## src/rtl/cbpt_pkg.sv

```systemverilog
// cubic bezier point/tangent package: widths, register map, shared types
// no dependencies; imported by every module of the block
`default_nettype none

package cbpt_pkg;

    // coordinate and parameter formats
    localparam int CW       = 21;          // signed Q10.10 coordinate
    localparam int PF       = 16;          // fraction bits of the parameter
    localparam int UW       = PF + 1;      // unsigned Q1.PF parameter
    localparam int TW       = CW + 3;      // tangent width
    localparam int NUM_AXES = 3;
    localparam int PTW      = NUM_AXES * CW;

    // configuration port
    localparam int DATA_W = 64;
    localparam int ADDR_W = 5;
    localparam int IDX_LO = 3;             // 8-byte register spacing

    localparam logic [1:0] REG_POINT0 = 2'd0;
    localparam logic [1:0] REG_POINT1 = 2'd1;
    localparam logic [1:0] REG_POINT2 = 2'd2;
    localparam logic [1:0] REG_POINT3 = 2'd3;

    // parameter value of one
    localparam logic [UW-1:0] U_ONE = {1'b1, {PF{1'b0}}};

    typedef logic [PTW-1:0] point_t;
    typedef logic signed [CW-1:0] coord_t;
    typedef logic signed [TW-1:0] tan_t;
    typedef logic [UW-1:0] param_t;

    // control points as held by the register block
    typedef struct packed {
        point_t p0;
        point_t p1;
        point_t p2;
        point_t p3;
    } ctrl_pts_t;

endpackage

`default_nettype wire

```

## src/rtl/cbpt_lerp.sv

```systemverilog
// one rounded linear step a + u*(b-a), half up, floor toward minus infinity
// depends on cbpt_pkg
`default_nettype none

module cbpt_lerp
    import cbpt_pkg::*;
(
    input  wire coord_t a,
    input  wire coord_t b,
    input  wire param_t u,
    output coord_t      y
);

    localparam int PW = CW + UW + 2;

    logic signed [CW:0]   diff;
    logic signed [UW:0]   u_s;
    logic signed [PW-1:0] prod;
    logic signed [PW-1:0] rnd;
    logic signed [PW-1:0] shifted;

    // difference and signed product
    assign diff = (CW+1)'(b) - (CW+1)'(a);
    assign u_s  = $signed({1'b0, u});
    assign prod = PW'(diff) * PW'(u_s);

    // round half up, arithmetic shift gives the floor
    assign rnd     = prod + (PW'(1) <<< (PF - 1));
    assign shifted = rnd >>> PF;

    // result stays between a and b, so the low bits are exact
    assign y = a + coord_t'(shifted[CW-1:0]);

endmodule

`default_nettype wire

```

## config.mk

```make
export PLATFORM = sky130hd
export DESIGN_NAME = cbpt_lerp
export DESIGN_NICKNAME = d
export VERILOG_FILES = /design/src/rtl/cbpt_pkg.sv /design/src/rtl/cbpt_lerp.sv
export SDC_FILE = /design/constraint.sdc
export NUM_CORES = 1
export LEC_CHECK = 0
export BUFFER_PORTS_ARGS = -buffer_cell sky130_fd_sc_hd__buf_2
export CAP_MARGIN = 10
export CORE_ASPECT_RATIO = 0.6
export CORE_MARGIN = 4
export CORE_UTILIZATION = 28
export DETAILED_ROUTE_END_ITERATION = 16
export GPL_ROUTABILITY_DRIVEN = 0
export PLACE_DENSITY = 0.55
export SYNTH_ARGS = -nofsm -noshare
export SYNTH_HDL_FRONTEND = slang
export SYNTH_SLANG_ARGS = --single-unit
```

## constraint.sdc

```tcl
create_clock -name vclk -period 45.7
set_clock_uncertainty 0.15 [all_clocks]
set_input_delay 9.14 -clock vclk [all_inputs]
set_output_delay 9.14 -clock vclk [all_outputs]
set_load 0.05 [all_outputs]
```

==> impl_metrics.ini <==
[setup_path]
cpMaxStageDelayCell = o21a_1
critPathCaptureType = output pin
cp_max_fo = 13
worst-setup-path-type = input pin to output pin
cp-start-kind = input pin
cp.arrival_ns = 20.12
startpoint = a[1]
crit_required_ns = 36.41
cpMostUsedCell = fa_1
slowest_delay_ns = 0.68

[placed_design]
dp_slack_ns = 16.36
portBuffers = 80
hpwlAfterDp_mm = 38.7

[timing]
fmax_ghz = 0.0340
fin_crit_sh_pct = 64.4
setup_viol = 0
worstMarginPinSlew_ns = 1.24
setup_ws_ns = 16.29
maxSlewViolCount = 0
max_slew_margin_pct = 16.9
setup_tns_ns = 0
period_minus_slack_ns = 29.41
hold_viol_final = 0
rsz0062_at_grt = no

[logic_synthesis]
synthMuxAreaShare_pct = 0.131
synth_xor_xnor_area_share_pct = 3.57
synth-simple-area-share_pct = 16.7
synth.most_common_cell = inv_1
yosys_warnings = 0
synth_fp_nets = 2318
synth_top_family_by_area = adder cells
synth.distinct_cells = 61
synth_fa_ha_area_share_pct = 59.0
ys_top_cells_by_area = fa_1 46%, ha_1 13%, inv_1 11%
synth-compound-area-share_pct = 7.84
synth_area_um2 = 15300
synthCells = 1751
yosysTopAreaCellShare_pct = 46.2
post-synth-top-area-cell = fa_1
synth_area_per_cell_um2 = 8.72
yosysSeqAreaShare_pct = 0
synth.cells.most_frequent = 464 x inv_1, 352 x fa_1, 172 x nand2_1

[cts]
cts_setup_buffers = 0
ctsHoldBuffers = 0
cts.repair.resized = 0

[floorplanning]
start_util_pct = 28.7
die_w_um = 309
die-area_um2 = 58400
core.rowCount = 65
ios = 80
core_area_um2 = 53200
fp.dieH_um = 189

[global_route]
grtUsageTotal_pct = 16.1
overflow = 0
grt_max_degree = 23
grt_pass1_vias = 12700
grt_first_pass_wirelength_mm = 74.1
grt_antenna_before_repair = 2

[hold_path]
hold_path.startpoint = a[0]
worstHoldEndpoint = y[0]
hold_path_depth = 3
hold_path.class = input pin to output pin

[route]
ant_nets = 0
viasPerCell = 4.71
wirelength_mm = 45.2
num_vias = 11700
post_drt_wl_per_cell_um = 18.1
firstDrtPassIters = 5
drt_iter0_drc = 911
drc = 0

[layout]
clkbuf_count = 0
final_nets = 2359
register_area_um2 = 0
layout-drive-gt1-share_pct = 6.82
multi_input_comb_area_um2 = 13300
seq_cell_count = 0
area_growth_pct = 7.98
fillers = 5743

[job]
cap_violations = 0

[status]
status = complete, no violations
-- cells by family (layout without fill, tap and decap cells) --
| logic type | count (synthesis) | after routing |
|---|---|---|
| buffers and inverters | 520 | 559 |
| and+or+nand+nor | 493 | 493 |
| adders and majority gates | 508 | 508 |
| other | 0 | 1 |
| muxes | 2 | 2 |
| AOI/OAI and AO/OA | 169 | 169 |
| xor gates and xnor gates | 59 | 59 |
-- cell usage in the layout, fill, tap and decap left out, drive strengths merged, types with 9 or more instances in the layout --
master  synthesis  layout
a211oi          9       9
a21oi          40      40
nor2b          23      23
a21o           21      21
o21a           11      11
nor3           22      22
nand2         172     172
o211ai         12      12
xnor2          41      41
xor2           16      16
ha            156     156
o21ai          20      20
and2          156     156
nor3b           9       9
inv           464     464
nor2           52      52
buf             2      95
fa            352     352
nand3          10      10
nand2b         12      12
-- per-layer routing --
layer	global-route usage, %	share of wire [%]	vias up
met2	22.7	39	418
met4	0.573	0.33	0
li1	-	-	5315
met3	4.26	9.5	15
met1	25.5	51	5994
met5	0	0	-
-- critical path: cells and delay by family --
family	cells	cell delay [ns]
buf+inv	6	0.60
simple gates	4	0.52
xor+xnor	2	0.61
fa+ha+maj	9	4.10
compound gates	19	5.15
-- stage by stage --
stage               cell area (µm²)  instances  utilization (%)  hold slack, ns
floorplan                     15300       1751                -           18.51
global placement              16500       2493             31.0           18.60
detailed placement            16500       2493             31.0           18.59
CTS                           16500       2493             31.0           18.59
global route                  16500       2493             31.0           18.62
finish                        16500       2494             31.0           18.59
-- layout make-up --
cell class                 count  area share [%]
antenna                        1          0.0152
inverter                     464            10.6
multi-input combinational   1231            81.0
tap                          703            5.34
timing repair buffer          95            3.11
-- worst max path at each step --
stage          endpoint  depth (start not counted)
2_1_floorplan     y[17]                         38
3_3_place_gp      y[20]                         40
3_5_place_dp      y[19]                         39
4_1_cts           y[19]                         38
5_1_grt           y[20]                         40
6_report          y[20]                         40
