File: config.mk
export PLATFORM = sky130hd
export DESIGN_NAME = cbpt_cfg
export DESIGN_NICKNAME = d
export VERILOG_FILES = /design/src/rtl/cbpt_pkg.sv /design/src/rtl/cbpt_cfg.sv
export SDC_FILE = /design/constraint.sdc
export NUM_CORES = 1
export LEC_CHECK = 0
export BUFFER_PORTS_ARGS = -buffer_cell sky130_fd_sc_hd__buf_4
export CAP_MARGIN = 20
export CELL_PAD_IN_SITES_DETAIL_PLACEMENT = 1
export CELL_PAD_IN_SITES_GLOBAL_PLACEMENT = 1
export CORE_MARGIN = 5
export CORE_UTILIZATION = 40
export CTS_CLUSTER_DIAMETER = 30
export DETAILED_ROUTE_END_ITERATION = 10
export HOLD_SLACK_MARGIN = 0.02
export PLACE_DENSITY = 0.84
export SKIP_LAST_GASP = 1
export SYNTH_ARGS = -nofsm -noshare
export SYNTH_HDL_FRONTEND = slang
export SYNTH_SLANG_ARGS = --single-unit
File: constraint.sdc
create_clock -name clk -period 2.45 [get_ports clk]
set_input_delay 0.245 -clock clk [delete_from_list [all_inputs] [get_ports clk]]
set_output_delay 0.245 -clock clk [all_outputs]
set_load 0.005 [all_outputs]
File: src/rtl/cbpt_pkg.sv
// cubic bezier point/tangent package: widths, register map, shared types
// no dependencies; imported by every module of the block
`default_nettype none

package cbpt_pkg;

    // coordinate and parameter formats
    localparam int CW       = 21;          // signed Q10.10 coordinate
    localparam int PF       = 16;          // fraction bits of the parameter
    localparam int UW       = PF + 1;      // unsigned Q1.PF parameter
    localparam int TW       = CW + 3;      // tangent width
    localparam int NUM_AXES = 3;
    localparam int PTW      = NUM_AXES * CW;

    // configuration port
    localparam int DATA_W = 64;
    localparam int ADDR_W = 5;
    localparam int IDX_LO = 3;             // 8-byte register spacing

    localparam logic [1:0] REG_POINT0 = 2'd0;
    localparam logic [1:0] REG_POINT1 = 2'd1;
    localparam logic [1:0] REG_POINT2 = 2'd2;
    localparam logic [1:0] REG_POINT3 = 2'd3;

    // parameter value of one
    localparam logic [UW-1:0] U_ONE = {1'b1, {PF{1'b0}}};

    typedef logic [PTW-1:0] point_t;
    typedef logic signed [CW-1:0] coord_t;
    typedef logic signed [TW-1:0] tan_t;
    typedef logic [UW-1:0] param_t;

    // control points as held by the register block
    typedef struct packed {
        point_t p0;
        point_t p1;
        point_t p2;
        point_t p3;
    } ctrl_pts_t;

endpackage

`default_nettype wire

File: src/rtl/cbpt_cfg.sv
// control point registers behind an apb-style port
// depends on cbpt_pkg
`default_nettype none

module cbpt_cfg
    import cbpt_pkg::*;
(
    input  wire                clk,
    input  wire                rst_n,
    input  wire                psel,
    input  wire                penable,
    input  wire                pwrite,
    input  wire [ADDR_W-1:0]   paddr,
    input  wire [DATA_W-1:0]   pwdata,
    output logic [DATA_W-1:0]  prdata,
    output logic               pready,
    output ctrl_pts_t          pts
);

    ctrl_pts_t   pts_reg;
    logic [1:0]  idx;
    logic        wr_en;
    point_t      rd_pt;

    assign pready = 1'b1;
    assign idx    = paddr[ADDR_W-1:IDX_LO];
    assign wr_en  = psel && penable && pwrite && pready;

    // register writes
    always_ff @(posedge clk or negedge rst_n)
    begin
        if (!rst_n)
        begin
            pts_reg <= '0;
        end
        else if (wr_en)
        begin
            unique case (idx)
                REG_POINT0: pts_reg.p0 <= pwdata[PTW-1:0];
                REG_POINT1: pts_reg.p1 <= pwdata[PTW-1:0];
                REG_POINT2: pts_reg.p2 <= pwdata[PTW-1:0];
                REG_POINT3: pts_reg.p3 <= pwdata[PTW-1:0];
                default:    pts_reg    <= pts_reg;
            endcase
        end
    end

    // read mux
    always_comb
    begin
        unique case (idx)
            REG_POINT0: rd_pt = pts_reg.p0;
            REG_POINT1: rd_pt = pts_reg.p1;
            REG_POINT2: rd_pt = pts_reg.p2;
            REG_POINT3: rd_pt = pts_reg.p3;
            default:    rd_pt = '0;
        endcase
    end

    assign prdata = {{(DATA_W-PTW){1'b0}}, rd_pt};
    assign pts    = pts_reg;

endmodule

`default_nettype wire

==> results.toml, run 1 <==
[power_and_ir_drop]
p_per_area_nw_per_um2 = 1050
clkPwrFrac_pct = 40.8
p_sw_mw = 4.79
p_int_mw = 13.0
irDropWorstVdd_mv = 0.734
switching_share_pct = 26.9
pwr-share-seq_pct = 34.3
leakage_nw = 8.09
pwr-share-comb_pct = 24.9

[clock_network]
clock_sink_count = 252
cts_resized = 0
clk_pin_slew_worst_paths_ns = 0.05
htreeDepth = 2
tritoncts = "built"
hold_buffers = 64
clock_latency_ns = 0.53
cts_setup_buffers = 0
clockBufferDepth = 3
cts_buffers = 52
cts-root-buf = "clkbuf_16"

[worst_setup_path]
arrival_ns = 1.63
end_kind = "output pin"
critPathTopFamily = "multiplexers"
rr_worst_depth = 1
path_depth = 2
slowest_stage = "mux4_2"
required_ns = 2.20
worst-path-buf-inv = 1
cp-start-kind = "register"
critPathMaxFanout = 3
crit_chain = "mux4_2, buf_4"
critPathKind = "reg -> out"
cp_slowest_stage_delay_ns = 0.51

[die]
die_y_um = 177
dieArea_um2 = 31200
rows = 61
die_width_um = 177
start_util_pct = 40.2
ios = 391
coreArea_um2 = 27600

[sta]
fin_crit_sh_pct = 76.4
fin_ws_ns = 0.579
setup_tns_ns = 0
period_needed_ns = 1.87
report.final.slew_viol_count = 0
fmax_mhz = 534
hold_viol = 0
relSlewSlack_pct = 49.1
worst_pin_slew_ns = 0.763
clock_skew_ns = 0
finalSetupViolations = 0
rsz0062_at_grt = "false"

[route]
drc = 0
drtAntennaViolNets = 0
vias = 7931
drtPass1Iterations = 4
viasPerCell = 5.22
wl_per_cell_um = 25.4
drt_iter0_drc = 230
postRouteWirelength_um = 38600

[run]
max_cap_violations = 0

[outcome]
status = "finished, final reports clean"

[hold_path]
hold_class = "in -> async"

[logic_synthesis]
synth.avg_cell_area_um2 = 17.9
synthCells = 618
synth.net_count = 692
ys_seq_area_share_pct = 56.9
synthDistinctLibCells = 17
synth_area_leader_cell = "dfrtp_1"
synth_area_leaders = "dfrtp_1 57%, mux2_2 19%, mux4_2 13%"
yosysTopAreaCellShare_pct = 56.9
netlist_area_um2 = 11100
yosysWarnings = 0
ys_ff_latch = 252

[global_routing]
overflow = 0
met3_usage_pct = 5.14
grt_start_max_net_pins = 74
antenna_found_initial = 2
grt_busiest_layer = "met2"
grt_pass1_vias = 9330
use_met2_pct = 45.2
grt_use_total_pct = 24.5
gr-usage-met1_pct = 27.5
grt_pass1_wl_um = 59200

[finish]
largest_reg_flops = 252
utilization_pct = 61.5
drive_gt1_share_pct = 70.9
fin_nets = 1171
mostFrequentLayoutCell = "buf_4"
syn2layout_area_growth_pct = 52.8
mostFrequentLayoutCells = "394 x buf_4, 252 x dfrtp_1, 187 x mux2_2"

[place]
io_buffers = 384
place_ws_ns = 0.359
dp_hpwl_um = 24500
gp_congestion = 0.760
[power groups by stage]
stage / logic [mW] / registers (mW) / clock network, mW
after detailed placement: 4.30 / 6.09 / 0
after floorplan: 1.59 / 5.90 / 0
after CTS: 4.45 / 6.09 / 7.36
after global routing: 4.69 / 6.22 / 7.62
final: 4.43 / 6.11 / 7.25
after global placement: 4.14 / 6.02 / 0
[final timing paths]
kind / start / endpoint / slack [ns]
setup / recovery: pts[133]$_DFFE_PN0P_ / prdata[7] / 0.58
hold reg to reg: pts[249]$_DFFE_PN0P_ / pts[249]$_DFFE_PN0P_ / 0.53
hold / removal: rst_n / pts[8]$_DFFE_PN0P_ / 0.29
max in group asynchronous: rst_n / pts[164]$_DFFE_PN0P_ / 1.41
setup reg to reg: pts[125]$_DFFE_PN0P_ / pts[125]$_DFFE_PN0P_ / 1.60
min in group clk: pwdata[47] / pts[173]$_DFFE_PN0P_ / 0.50
[Yosys cell counts]
| cell type | n |
|---|---|
| conb_1 | 2 |
| nor3_4 | 1 |
| nand4_1 | 1 |
| or3_1 | 1 |
| or2_1 | 1 |
| buf_6 | 6 |
| buf_4 | 2 |
| inv_2 | 1 |
| mux2_1 | 5 |
| dfrtp_1 | 252 |
| clkbuf_1 | 7 |
| nor2_2 | 1 |
| nand3_1 | 1 |
| mux4_2 | 63 |
| mux2_2 | 187 |
| buf_2 | 27 |
| mux2_4 | 60 |
[per-layer routing]
layer / routed length, um / vias to the layer above / share of wire (%)
li1: - / 3310 / -
met1: 13900 / 4191 / 36
met2: 21000 / 324 / 54
met3: 2090 / 106 / 5.4
met4: 1670 / 0 / 4.3
met5: 0 / - / 0
[per-stage QoR]
stage | hold slack (ns) | area [um^2] | power, mW | instances
6_report | 0.294 | 16900 | 17.8 | 1520
3_3_place_gp | 0.263 | 14500 | 10.2 | 1357
5_1_grt | 0.343 | 16900 | 18.5 | 1519
4_1_cts | 0.310 | 16900 | 17.9 | 1517
3_5_place_dp | 0.274 | 14500 | 10.4 | 1357
2_1_floorplan | -0.0506 | 11100 | 7.49 | 618
[cell type report]
| class | instances | area [um^2] |
|---|---|---|
| Antenna cell | 3 | 7.51 |
| Clock buffer | 68 | 1470 |
| Clock inverter | 28 | 355 |
| Fill cell | 2534 | 10600 |
| Inverter | 1 | 3.75 |
| Multi-Input combinational cell | 323 | 4550 |
| Sequential cell | 252 | 6310 |
| Tap cell | 378 | 473 |
| Timing Repair Buffer | 467 | 3770 |
[kinds of logic after synthesis]
group / synth area share (%)
muxes: 40.4
DFF: 56.9
buffers and inverters: 2.23
and+or+nand+nor: 0.418
other: 0.0677
(Power assumes the default switching activity.)
==> run 2, diff against run 1 <==
CORE_UTILIZATION = 37   (was 40)
PLACE_DENSITY = 0.82   (was 0.84)
clock period = 1.6 ns   (was 2.45 ns; I/O delays follow)
==> run 2 against run 1 <==
Clock power rose by 82%. Sequential power rose by 48%. Highest routed layer unchanged. Largest power group unchanged. The run now ends with negative setup slack left. First-iteration DRC count rose by 91%.
==> results.toml, run 2 (same netlist as run 1, synthesis figures left out) <==
[finish]
drive_gt1_share_pct = 76.9
largest_reg_flops = 252
mostFrequentLayoutCell = "buf_4"
fin_cells = 1833
mostFrequentLayoutCells = "615 x buf_4, 251 x dfrtp_1, 187 x mux2_2"
fin_nets = 1469
utilization_pct = 66.8
syn2layout_area_growth_pct = 78.6

[die]
ios = 391
coreArea_um2 = 29600
dieArea_um2 = 33500
die_width_um = 183
die_y_um = 183
start_util_pct = 37.4
rows = 63

[route]
vias = 9447
drc = 0
wl_per_cell_um = 28.5
drt_iter0_drc = 439
drtPass1Iterations = 4
viasPerCell = 5.15
postRouteWirelength_um = 52200
drtAntennaViolNets = 0

[clock_network]
clock_latency_ns = 0.55
clock_sink_count = 252
htreeDepth = 2
cts-root-buf = "clkbuf_16"
clockBufferDepth = 3
tritoncts = "built"
clk_pin_slew_worst_paths_ns = 0.05
cts_buffers = 58

[global_routing]
grt_pass1_vias = 11100
grt_start_max_net_pins = 56
grt_use_total_pct = 29.0
overflow = 0
antenna_found_initial = 2
grt_pass1_wl_um = 73900

[run]
max_cap_violations = 0

[power_and_ir_drop]
leakage_nw = 9.81
irDropWorstVdd_mv = 1.13
p_per_area_nw_per_um2 = 1660

[sta]
hold_viol = 0
setup_tns_ns = -8.50
rsz0062_at_grt = "true"
fin_ws_ns = -0.215
period_needed_ns = 1.81
report.final.slew_viol_count = 0
finalSetupViolations = 63
fin_crit_sh_pct = 113
fmax_mhz = 551
clock_skew_ns = 0

[place]
dp.cells = 1380
io_buffers = 384
dp_hpwl_um = 25500
gp_congestion = 0.784

[worst_setup_path]
end_kind = "output pin"
ff2ff_setup_slack_ns = 0.52
cp-start-kind = "register"
required_ns = 1.44
arrival_ns = 1.65
critPathMaxFanout = 3
critPathKind = "reg -> out"

[outcome]
status = "finished, violations left"
violations = "negative setup slack"

[hold_path]
hold_class = "in -> async"
==> run 2: routing by layer <==
metal	up-vias	wire (um)	track usage (%)
met5	-	0	0
met4	0	2890	13.0
met3	168	2650	5.97
met2	419	28600	54.8
met1	4962	18000	30.9
li1	3898	-	-
==> run 2: repair_timing <==
item	4_1_cts	5_1_grt
pin swaps	0	0
endpoints found under the setup margin	63	63
endpoints found under the hold margin	504	0
hold buffers	64	0
buffers inserted	211	70
gates resized for setup	62	1
==> run 2: critical path: stages, from the launching register on <==
cell     delay, ns
dfrtp_1       0.42
mux4_2        0.53
buf_6         0.15
==> run 2: worst paths after layout <==
kind                                      startpoint                    to  cells past startpoint
worst max-delay path            pts[107]$_DFFE_PN0P_            prdata[44]                      2
worst min-delay path                           rst_n  pts[192]$_DFFE_PN0P_                      2
worst max register to register   pts[83]$_DFFE_PN0P_   pts[83]$_DFFE_PN0P_                      3
worst min register to register  pts[186]$_DFFE_PN0P_  pts[186]$_DFFE_PN0P_                      1
max in group asynchronous                      rst_n  pts[205]$_DFFE_PN0P_                      3
min in group clk                            paddr[3]  pts[106]$_DFFE_PN0P_                      4
==> run 2: through the flow <==
step                cell area [um^2]  hold slack [ns]  power (mW)  setup WS [ns]
floorplan                      11100           -0.136        11.5          0.237
global placement               14700           0.0910        15.6         0.0277
detailed placement             14700           0.0958        16.0         0.0104
CTS                            19300            0.118        31.5         -0.185
global route                   19800            0.123        34.0         -0.233
finish                         19800            0.111        32.9         -0.215
==> run 2: where the power goes <==
part	internal, mW	total, mW	switching (mW)
registers	7.89	9.07	1.18
logic	6.72	10.7	3.93
clock network	9.24	13.2	3.95
total	23.8	32.9	9.06
==> run 2: area by class of cell <==
class	count	area [um^2]
well taps	390	488
inverters	1	3.75
clock buffers	78	1650
repair buffers	759	6310
flip-flops and latches	252	6310
fillers	2720	9830
diodes	2	5.00
multi-input cells	323	4550
clock inverters	28	493
